File: src/design/bitmap_text_rasterizer_unit_defines.svh
// Assertion macros shared by the rasterizer modules.
// No dependencies; modules include this before their assertions.
`ifndef BITMAP_TEXT_RASTERIZER_UNIT_DEFINES_SVH
`define BITMAP_TEXT_RASTERIZER_UNIT_DEFINES_SVH

// Same-cycle implication, sampled on clk, quiet during reset.
`define BTR_ASSERT_IMPL(lbl, ante, cons, msg) \
  lbl: assert property (@(posedge clk) disable iff (!rst_n) (ante) |-> (cons)) else $error(msg);

// Next-cycle implication, sampled on clk, quiet during reset.
`define BTR_ASSERT_NEXT(lbl, ante, cons, msg) \
  lbl: assert property (@(posedge clk) disable iff (!rst_n) (ante) |=> (cons)) else $error(msg);

`endif

File: src/design/btr_pkg.sv
// Shared types, constants and the 5x7 font table of the text rasterizer.
// No dependencies.
package btr_pkg;

  localparam int DEF_SCREEN_WIDTH  = 128;
  localparam int DEF_SCREEN_HEIGHT = 64;
  localparam int DEF_MAX_SCALE     = 8;

  localparam int COORD_W    = 12;
  localparam int CUR_X_W    = 11;
  localparam int CUR_Y_W    = 10;
  localparam int CUR_X_MAX  = 1023;
  localparam int GLYPH_COLS = 5;
  localparam int GLYPH_ROWS = 7;
  localparam int GLYPH_BITS = GLYPH_COLS * GLYPH_ROWS;

  typedef enum logic [1:0] {
    OP_CLEAR    = 2'd0,
    OP_DRAW_POS = 2'd1,
    OP_DRAW_CUR = 2'd2,
    OP_READ     = 2'd3
  } opcode_t;

  typedef struct packed {
    logic load;
    logic clr_step;
    logic lookup;
    logic pix_read;
    logic pix_write;
    logic pix_next;
    logic finish;
  } btr_cmd_t;

  typedef struct packed {
    logic clr_last;
    logic scale_zero;
    logic pix_plot;
    logic pix_last;
  } btr_status_t;

  typedef struct packed {
    logic                  found;
    logic [GLYPH_BITS-1:0] bits;
  } glyph_t;

  function automatic logic [GLYPH_BITS-1:0] g5(input logic [7:0] c0, input logic [7:0] c1,
                                               input logic [7:0] c2, input logic [7:0] c3,
                                               input logic [7:0] c4);
    return {c4[6:0], c3[6:0], c2[6:0], c1[6:0], c0[6:0]};
  endfunction

  // Bit c*7+r of bits is column c, row r. Unknown codes come back blank.
  function automatic glyph_t font_lookup(input logic [7:0] code);
    glyph_t g;
    g.found = 1'b1;
    case (code)
      8'h20: g.bits = g5(8'h00, 8'h00, 8'h00, 8'h00, 8'h00);
      8'h30: g.bits = g5(8'h3E, 8'h51, 8'h49, 8'h45, 8'h3E);
      8'h31: g.bits = g5(8'h00, 8'h42, 8'h7F, 8'h40, 8'h00);
      8'h32: g.bits = g5(8'h42, 8'h61, 8'h51, 8'h49, 8'h46);
      8'h33: g.bits = g5(8'h21, 8'h41, 8'h45, 8'h4B, 8'h31);
      8'h34: g.bits = g5(8'h18, 8'h14, 8'h12, 8'h7F, 8'h10);
      8'h35: g.bits = g5(8'h27, 8'h45, 8'h45, 8'h45, 8'h39);
      8'h36: g.bits = g5(8'h3C, 8'h4A, 8'h49, 8'h49, 8'h30);
      8'h37: g.bits = g5(8'h01, 8'h71, 8'h09, 8'h05, 8'h03);
      8'h38: g.bits = g5(8'h36, 8'h49, 8'h49, 8'h49, 8'h36);
      8'h39: g.bits = g5(8'h06, 8'h49, 8'h49, 8'h29, 8'h1E);
      8'h2E: g.bits = g5(8'h00, 8'h60, 8'h60, 8'h00, 8'h00);
      8'h2D: g.bits = g5(8'h08, 8'h08, 8'h08, 8'h08, 8'h08);
      8'h3A: g.bits = g5(8'h00, 8'h36, 8'h36, 8'h00, 8'h00);
      8'h25: g.bits = g5(8'h23, 8'h13, 8'h08, 8'h64, 8'h62);
      8'h7E: g.bits = g5(8'h07, 8'h05, 8'h07, 8'h00, 8'h00);
      8'h41: g.bits = g5(8'h7E, 8'h11, 8'h11, 8'h11, 8'h7E);
      8'h42: g.bits = g5(8'h7F, 8'h49, 8'h49, 8'h49, 8'h36);
      8'h43: g.bits = g5(8'h3E, 8'h41, 8'h41, 8'h41, 8'h22);
      8'h44: g.bits = g5(8'h7F, 8'h41, 8'h41, 8'h22, 8'h1C);
      8'h45: g.bits = g5(8'h7F, 8'h49, 8'h49, 8'h49, 8'h41);
      8'h46: g.bits = g5(8'h7F, 8'h09, 8'h09, 8'h09, 8'h01);
      8'h48: g.bits = g5(8'h7F, 8'h08, 8'h08, 8'h08, 8'h7F);
      8'h49: g.bits = g5(8'h00, 8'h41, 8'h7F, 8'h41, 8'h00);
      8'h4C: g.bits = g5(8'h7F, 8'h40, 8'h40, 8'h40, 8'h40);
      8'h4D: g.bits = g5(8'h7F, 8'h02, 8'h0C, 8'h02, 8'h7F);
      8'h4E: g.bits = g5(8'h7F, 8'h04, 8'h08, 8'h10, 8'h7F);
      8'h4F: g.bits = g5(8'h3E, 8'h41, 8'h41, 8'h41, 8'h3E);
      8'h50: g.bits = g5(8'h7F, 8'h09, 8'h09, 8'h09, 8'h06);
      8'h51: g.bits = g5(8'h3E, 8'h41, 8'h51, 8'h21, 8'h5E);
      8'h52: g.bits = g5(8'h7F, 8'h09, 8'h19, 8'h29, 8'h46);
      8'h53: g.bits = g5(8'h46, 8'h49, 8'h49, 8'h49, 8'h31);
      8'h54: g.bits = g5(8'h01, 8'h01, 8'h7F, 8'h01, 8'h01);
      8'h55: g.bits = g5(8'h3F, 8'h40, 8'h40, 8'h40, 8'h3F);
      default: begin
        g.found = 1'b0;
        g.bits  = '0;
      end
    endcase
    return g;
  endfunction

endpackage

File: src/design/btr_ctrl.sv
// Controller state machine of the text rasterizer.
// Depends on btr_pkg and the assertion macros header.
`include "bitmap_text_rasterizer_unit_defines.svh"
module btr_ctrl
  import btr_pkg::*;
(
  input  logic        clk,
  input  logic        rst_n,
  input  logic        start,
  input  logic [1:0]  in_opcode,
  input  btr_status_t st,
  output btr_cmd_t    cmd,
  output logic        busy
);

  typedef enum logic [8:0] {
    S_INIT = 9'b000000001,
    S_IDLE = 9'b000000010,
    S_CLR  = 9'b000000100,
    S_LOOK = 9'b000001000,
    S_PIX  = 9'b000010000,
    S_WR   = 9'b000100000,
    S_DONE = 9'b001000000,
    S_RD   = 9'b010000000,
    S_RDW  = 9'b100000000
  } state_t;

  state_t state_r, state_nxt;

  always_ff @(posedge clk) begin
    if (!rst_n) begin
      state_r <= S_INIT;
    end else begin
      state_r <= state_nxt;
    end
  end

  always_comb begin
    state_nxt = state_r;
    cmd       = '0;
    case (state_r)
      S_INIT: begin
        cmd.clr_step = 1'b1;
        if (st.clr_last) state_nxt = S_IDLE;
      end
      S_IDLE: begin
        if (start) begin
          cmd.load = 1'b1;
          case (opcode_t'(in_opcode))
            OP_CLEAR:    state_nxt = S_CLR;
            OP_DRAW_POS: state_nxt = S_LOOK;
            OP_DRAW_CUR: state_nxt = S_LOOK;
            OP_READ:     state_nxt = S_RD;
            default:     state_nxt = S_IDLE;
          endcase
        end
      end
      S_CLR: begin
        cmd.clr_step = 1'b1;
        if (st.clr_last) begin
          cmd.finish = 1'b1;
          state_nxt  = S_IDLE;
        end
      end
      S_LOOK: begin
        cmd.lookup = 1'b1;
        state_nxt  = st.scale_zero ? S_DONE : S_PIX;
      end
      S_PIX: begin
        if (st.pix_plot) begin
          // fetch the word, merge the bit next cycle
          cmd.pix_read = 1'b1;
          state_nxt    = S_WR;
        end else begin
          cmd.pix_next = 1'b1;
          if (st.pix_last) state_nxt = S_DONE;
        end
      end
      S_WR: begin
        cmd.pix_write = 1'b1;
        cmd.pix_next  = 1'b1;
        state_nxt     = st.pix_last ? S_DONE : S_PIX;
      end
      S_DONE: begin
        cmd.finish = 1'b1;
        state_nxt  = S_IDLE;
      end
      S_RD: state_nxt = S_RDW;
      S_RDW: begin
        cmd.finish = 1'b1;
        state_nxt  = S_IDLE;
      end
      default: state_nxt = S_IDLE;
    endcase
  end

  assign busy = (state_r != S_IDLE);

  `BTR_ASSERT_NEXT(a_start_leaves_idle, start && !busy, state_r != S_IDLE, "accepted word did not start")
  `BTR_ASSERT_NEXT(a_done_to_idle, state_r == S_DONE, state_r == S_IDLE, "draw did not return to idle")
  `BTR_ASSERT_NEXT(a_read_then_write, cmd.pix_read, cmd.pix_write, "pixel read without merge write")

endmodule

File: config.mk
export PLATFORM = sky130hd
export DESIGN_NAME = btr_ctrl
export DESIGN_NICKNAME = d
export VERILOG_FILES = /design/src/design/btr_pkg.sv /design/src/design/btr_ctrl.sv
export VERILOG_INCLUDE_DIRS = /design/src /design/src/design
export SDC_FILE = /design/constraint.sdc
export NUM_CORES = 1
export LEC_CHECK = 0
export ABC_AREA = 0
export BUFFER_PORTS_ARGS = -buffer_cell sky130_fd_sc_hd__buf_2
export CORE_MARGIN = 3
export CORE_UTILIZATION = 30
export CTS_CLUSTER_SIZE = 8
export DETAILED_ROUTE_END_ITERATION = 8
export GPL_ROUTABILITY_DRIVEN = 0
export PLACE_DENSITY = 0.5
export SYNTH_ARGS = -nofsm -noshare
export SYNTH_HDL_FRONTEND = slang
export SYNTH_SLANG_ARGS = --single-unit
File: constraint.sdc
create_clock -name clk -period 4.15 [get_ports clk]
set_clock_uncertainty 0.05 [all_clocks]
set_input_delay 1.245 -clock clk [delete_from_list [all_inputs] [get_ports clk]]
set_output_delay 1.245 -clock clk [all_outputs]
set_load 0.03 [all_outputs]
==> results_tabular.tex, run 1 <==
\begin{tabular}{lr}
\hline
Metric & Value \\
\hline
\multicolumn{2}{l}{\textbf{Run status}} \\
Result of the run & complete, no violations \\
\multicolumn{2}{l}{\textbf{GRT}} \\
Initial antenna violation count & 0 \\
Via count of the first global-routing pass & roughly 530 \\
Pin count of the biggest net entering global routing & 11 \\
Total routing usage reported by global routing & between 10\% and 20\% \\
Total gr overflow & 0 \\
First-pass GRT wire length & $\sim$2500 µm \\
\multicolumn{2}{l}{\textbf{Worst hold path}} \\
Type of the most critical hold path & flip-flop to flip-flop \\
\multicolumn{2}{l}{\textbf{Logic synthesis}} \\
Cell accounting for the most synthesized area & sky130\_fd\_sc\_hd\_\_dfxtp\_1 \\
Syn Nets & 87 \\
XOR/XNOR Fraction of Synth Area & 4.37\% \\
Ys Warns & 0 \\
Post-synthesis share of cell area spent on and, or, nand and nor gates & 38.0\% \\
Netlist Area Pre-Place & $\sim$600 µm² \\
Fraction of the yosys area taken by sequential cells & between 20 and 30\% \\
Cell variety after synth & 33 \\
Dominant combinational cell family by area after synthesis & simple AND/OR/NAND/NOR gates \\
Synthesized-area fraction occupied by adder cells & approximately 4.2\% \\
Post-synthesis mux area share & 1.66\% \\
Gate count of the mapped netlist & between 70 and 80 \\
Area fraction of the dominant cell type after synthesis & between 20\% and 30\% \\
Synth top area cells & sky130\_fd\_sc\_hd\_\_dfxtp\_1, sky130\_fd\_sc\_hd\_\_inv\_1, sky130\_fd\_sc\_hd\_\_and4\_1, sky130\_fd\_sc\_hd\_\_nor4b\_1, sky130\_fd\_sc\_hd\_\_ha\_1 \\
Mean post-synth cell area & roughly 7.9 µm² \\
Area fraction in compound gates after synthesis & roughly 14\% \\
Flip-flop and latch count after synthesis & 9 \\
\multicolumn{2}{l}{\textbf{Pwr}} \\
P per Cell Area & approximately 300 nW/µm² \\
Worst IR Drop VDD & $\sim$0.00011 V \\
Leakage Power & about 0.32 nW \\
\multicolumn{2}{l}{\textbf{Cells and area}} \\
Registers with the most flip-flops & state\_r: 9 flops \\
Reg with most FFs & state\_r \\
Footprint of the multi-input gates & 375 µm² \\
Number of fill cells & 198 \\
Sequential cell area & between 150 and 200 µm² \\
Ratio of cells with drive above 1 in the final layout & a little under a quarter \\
Antenna Cells & 0 \\
Number of flip-flops in the largest register & 9 \\
Most common cell after layout, fill and taps aside & sky130\_fd\_sc\_hd\_\_buf\_2 \\
Final-stage net count & between 100 and 150 \\
Layout area overhead & 19.5\% \\
Final Util & between 30\% and 40\% \\
Most used cells in the layout excluding fill and tap cells & sky130\_fd\_sc\_hd\_\_buf\_2, sky130\_fd\_sc\_hd\_\_dfxtp\_1, sky130\_fd\_sc\_hd\_\_inv\_1 \\
Non-filler cells, final & 118 \\
\multicolumn{2}{l}{\textbf{STA}} \\
Final-layout worst hold slack & 0.529 ns \\
Setup repair after global routing missed its margin & false \\
Max\_slew headroom & around 64\% \\
Tmin final & $\sim$3.8 ns \\
Hold Vio Cnt, Final & 0 \\
Sum Neg Setup Slack & 0 ns \\
Slew at the pin closest to its max-slew limit & $\sim$0.53 ns \\
Slew Limit Fails & 0 \\
Part of the cycle the worst path needs & 91.5\% \\
Count of final setup violators & 0 \\
Post-layout worst setup margin & roughly 0.35 ns \\
Fmax & 263 MHz \\
\multicolumn{2}{l}{\textbf{Place}} \\
Hpwl dp & 1190 µm \\
Port-buffer cells & 16 \\
Worst slack after detailed placement & between 0.3 and 0.4 ns \\
Placed instance count & approximately 110 \\
\multicolumn{2}{l}{\textbf{Die}} \\
Die X & 50.8 µm \\
Overall die height & around 51 µm \\
Die Footprint & 2580 µm² \\
Initial Utilization & roughly a third \\
Top-level I/O count & 17 \\
Num rows & 15 \\
Core Box Area & around 1800 µm² \\
\multicolumn{2}{l}{\textbf{Drt}} \\
Antenna Violating Nets Remaining & 0 \\
Wire length per cell & between 10 and 15 µm \\
Post-Route WL & 1520 µm \\
Number of DRC violations after detailed routing & 0 \\
Drt first pass iters & 4 \\
DRT iter0 DRCs & 26 \\
Via count & 619 \\
Detail-routed via count per cell & roughly 5.2 \\
\multicolumn{2}{l}{\textbf{Clocking}} \\
TritonCTS clock tree & built \\
Clock latency at the later pin of the worst-skew pair & roughly 0.26 ns \\
Clock edge transition at the registers on the reported setup and hold paths & around 0.060 ns \\
Count of buffers added by post-CTS timing repair for setup & 0 \\
Total number of H-tree levels & 1 \\
Number of gates resized after CTS & 0 \\
Number of sinks handled by clock tree synthesis & 9 \\
Hold-fix buffer count after cts & 0 \\
Number of buffers created by CTS & 3 \\
Cell at the root of the clock tree & sky130\_fd\_sc\_hd\_\_clkbuf\_4 \\
Max clock buf depth & 2 \\
\multicolumn{2}{l}{\textbf{Worst setup path}} \\
Data arrival, critical path & 2.50 ns \\
Critical path start-end classification & input pin to output port \\
Critical path required time & between 2 and 3 ns \\
Startpoint types & input pin \\
Critical path fanouts, max & 3 \\
Kind of end point of the critical path & output port \\
\multicolumn{2}{l}{\textbf{Run}} \\
Max-capacitance violation count & 0 \\
\hline
\end{tabular}
cells by family after synthesis:
logic type | Yosys count
adder cells (fa/ha/maj) | 2
AO/OA/AOI/OAI | 13
flip-flops | 9
multiplexers | 1
buffers and inverters | 10
AND/OR/NAND/NOR | 38
XOR/XNOR | 3
synthesized netlist by cell type, drive strengths merged:
library cell  instances
nor3                  5
a21oi                 1
nand3                 1
o2111ai               1
or3b                  1
nor4                  2
a211oi                1
inv                   7
nand2b                2
or4                   2
o22ai                 1
mux2i                 1
nand3b                1
and4                  3
or3                   2
o31a                  1
nor4b                 3
ha                    2
and2                  3
clkbuf                2
and3                  1
nor2                  6
a22oi                 2
buf                   1
o21ai                 5
dfxtp                 9
nand4                 1
nand2                 4
xnor2                 2
o311ai                1
and2b                 1
xor2                  1
final cells by class:
class                   instances  area share [%]
clock buffers                   4            3.65
inverters                       7            3.65
multi-input cells              57            52.2
flip-flops and latches          9            25.0
well taps                      25            4.35
repair buffers                 16            11.1
path summary, 6_finish.rpt:
| kind | startpoint | cells past startpoint | to | slack [ns] |
|---|---|---|---|---|
| min | state_r[7] | 1 | state_r[8] | 0.53 |
| max | st[1] | 4 | cmd[1] | 0.35 |
| max reg2reg | state_r[1] | 4 | state_r[1] | 2.09 |
| min reg2reg | state_r[7] | 1 | state_r[8] | 0.53 |
through the flow:
stage / area, µm² / total power, W
finish: 719 / 0.000217
global route: 719 / 0.000233
CTS: 719 / 0.000219
detailed placement: 693 / 0.000148
global placement: 693 / 0.000147
floorplan: 602 / 0.000136
worst max-delay path, cell delays in order:
cell                       delay, ns
sky130_fd_sc_hd__buf_2          0.10
sky130_fd_sc_hd__or3b_2         0.45
sky130_fd_sc_hd__a211oi_1       0.42
sky130_fd_sc_hd__buf_2          0.28
layer usage:
layer | routed length, µm | part of all wire (%) | global-route usage [%]
met5 | 0 | 0 | 0
met3 | 139 | 9.1 | 4.15
met2 | 653 | 43 | 17.0
met4 | 13 | 0.85 | 8.07
met1 | 715 | 47 | 19.1
power by group:
part	internal, W	switching (W)	leakage, nW
Clock	0.0000371	0.0000334	0.0150
Sequential	0.0000898	0.00000738	0.0733
Combinational	0.0000195	0.0000295	0.234
Total	0.000146	0.0000703	0.323
Note: power is estimated with default switching activity, not from simulation.
==> inputs of run 2 (changes only) <==
- BUFFER_PORTS_ARGS: -buffer_cell sky130_fd_sc_hd__buf_2 -> default
- CAP_MARGIN: default -> 40
- DONT_BUFFER_PORTS: default -> 1
- PLACE_DENSITY: 0.5 -> 0.43
==> results_tabular.tex, run 2 (synthesis results as in run 1) <==
\begin{tabular}{lr}
\hline
Metric & Value \\
\hline
\multicolumn{2}{l}{\textbf{Pwr}} \\
Worst IR Drop VDD & between 0.00015 and 0.0002 V \\
P per Cell Area & between 300 and 400 nW/µm² \\
Leakage Power & roughly 0.27 nW \\
\multicolumn{2}{l}{\textbf{GRT}} \\
First-pass GRT wire length & $\sim$2400 µm \\
Total gr overflow & 0 \\
Routing usage on met2 & $\sim$17\% \\
Met1 Resource Use GR & roughly 17\% \\
Pin count of the biggest net entering global routing & 11 \\
Total routing usage reported by global routing & 12.7\% \\
Via count of the first global-routing pass & 530 \\
Initial antenna violation count & 0 \\
Grt met3 use & between 5 and 6\% \\
Gr busiest metal & met2 \\
\multicolumn{2}{l}{\textbf{Cells and area}} \\
Reg with most FFs & state\_r \\
Layout area overhead & 9.98\% \\
Non-filler cells, final & approximately 110 \\
Registers with the most flip-flops & state\_r: 9 flops \\
Most used cells in the layout excluding fill and tap cells & sky130\_fd\_sc\_hd\_\_dfxtp\_1, sky130\_fd\_sc\_hd\_\_inv\_1, sky130\_fd\_sc\_hd\_\_nor2\_1 \\
Final-stage net count & 92 \\
Final Util & roughly 37\% \\
Ratio of cells with drive above 1 in the final layout & between 10\% and 20\% \\
Number of flip-flops in the largest register & 9 \\
Most common cell after layout, fill and taps aside & sky130\_fd\_sc\_hd\_\_dfxtp\_1 \\
Antenna Cells & 0 \\
Number of fill cells & 210 \\
\multicolumn{2}{l}{\textbf{Clocking}} \\
Number of gates resized after CTS & 0 \\
Max clock buf depth & 2 \\
Hold-fix buffer count after cts & 0 \\
Number of sinks handled by clock tree synthesis & 9 \\
TritonCTS clock tree & built \\
Clock latency at the later pin of the worst-skew pair & between 0.2 and 0.3 ns \\
Total number of H-tree levels & 1 \\
Number of buffers created by CTS & 3 \\
Cell at the root of the clock tree & sky130\_fd\_sc\_hd\_\_clkbuf\_4 \\
Count of buffers added by post-CTS timing repair for setup & 0 \\
Clock edge transition at the registers on the reported setup and hold paths & 0.06 ns \\
\multicolumn{2}{l}{\textbf{Worst setup path}} \\
Critical path start-end classification & flip-flop to output port \\
Critical path fanouts, max & 10 \\
Data arrival, critical path & between 2 and 2.5 ns \\
Count of cells along the worst register-to-register path & 4 \\
Kind of end point of the critical path & output port \\
Startpoint types & flip-flop \\
Critical path required time & between 2 and 3 ns \\
\multicolumn{2}{l}{\textbf{Drt}} \\
Wire length per cell & $\sim$14 µm \\
Drt first pass iters & 4 \\
Detail-routed via count per cell & 5.34 \\
Post-Route WL & approximately 1500 µm \\
Number of DRC violations after detailed routing & 0 \\
DRT iter0 DRCs & 10 \\
Via count & 561 \\
Antenna Violating Nets Remaining & 0 \\
\multicolumn{2}{l}{\textbf{Die}} \\
Num rows & 15 \\
Top-level I/O count & 17 \\
Die Footprint & about 2600 µm² \\
Core Box Area & 1800 µm² \\
Die X & 50.8 µm \\
Initial Utilization & between 30\% and 40\% \\
Overall die height & approximately 51 µm \\
\multicolumn{2}{l}{\textbf{STA}} \\
Tmin final & around 3.7 ns \\
Slew Limit Fails & 0 \\
Slew at the pin closest to its max-slew limit & between 0.7 and 0.8 ns \\
Setup repair after global routing missed its margin & false \\
Fmax & $\sim$270 MHz \\
Sum Neg Setup Slack & 0 ns \\
Count of final setup violators & 0 \\
Part of the cycle the worst path needs & 88.8\% \\
Max\_slew headroom & around 54\% \\
Post-layout worst setup margin & roughly 0.47 ns \\
Hold Vio Cnt, Final & 0 \\
\multicolumn{2}{l}{\textbf{Worst hold path}} \\
Type of the most critical hold path & flip-flop to flip-flop \\
Hold path depth & 2 \\
\multicolumn{2}{l}{\textbf{Place}} \\
Worst slack after detailed placement & roughly 0.68 ns \\
Port-buffer cells & 0 \\
Placed instance count & 101 \\
\multicolumn{2}{l}{\textbf{Run}} \\
Max-capacitance violation count & 0 \\
\multicolumn{2}{l}{\textbf{Run status}} \\
Result of the run & complete, no violations \\
\hline
\end{tabular}
run 2: cell count changes in the layout (fill, tap and decap cells not counted):
| cell | before | now |
|---|---|---|
| sky130_fd_sc_hd__buf_2 | 16 | 0 |
| sky130_fd_sc_hd__buf_4 | 0 | 3 |
run 2: through the flow:
step | total power (W) | area [µm²] | hold WS, ns
2_1_floorplan | 0.000136 | 602 | 0.478
3_3_place_gp | 0.000138 | 636 | 0.524
3_5_place_dp | 0.000138 | 636 | 0.522
4_1_cts | 0.000210 | 662 | 0.534
5_1_grt | 0.000221 | 662 | 0.558
6_report | 0.000205 | 662 | 0.526
run 2: final timing paths:
| check | slack (ns) | from | end |
|---|---|---|---|
| worst min register to register | 0.53 | state_r[0] | state_r[0] |
| worst max register to register | 2.17 | state_r[1] | state_r[1] |
| worst min-delay path | 0.53 | state_r[0] | state_r[0] |
| worst max-delay path | 0.47 | state_r[1] | cmd[0] |
run 2: layout make-up:
class	count	area, µm²	share of cell area [%]
Inverter	7	26.3	3.97
Sequential cell	9	180	27.2
Timing Repair Buffer	3	22.5	3.40
Multi-Input combinational cell	57	375	56.7
Clock buffer	4	26.3	3.97
Tap cell	25	31.3	4.73
run 2: layer usage:
layer	part of all wire (%)	up-vias
li1	-	285
met1	46	252
met2	44	22
met3	8.1	2
met4	0.96	0
met5	0	-
run 2: power by group:
| group | switching [W] | internal (W) |
|---|---|---|
| Combinational | 0.0000245 | 0.0000144 |
| Clock | 0.0000321 | 0.0000371 |
| Sequential | 0.00000722 | 0.0000898 |
run 2: worst max-delay path, stage by stage, from the launching register on:
cell and delay [ns]:
sky130_fd_sc_hd__dfxtp_1 0.40, sky130_fd_sc_hd__or4_1 0.63, sky130_fd_sc_hd__or4_1 0.52, sky130_fd_sc_hd__o22ai_1 0.57
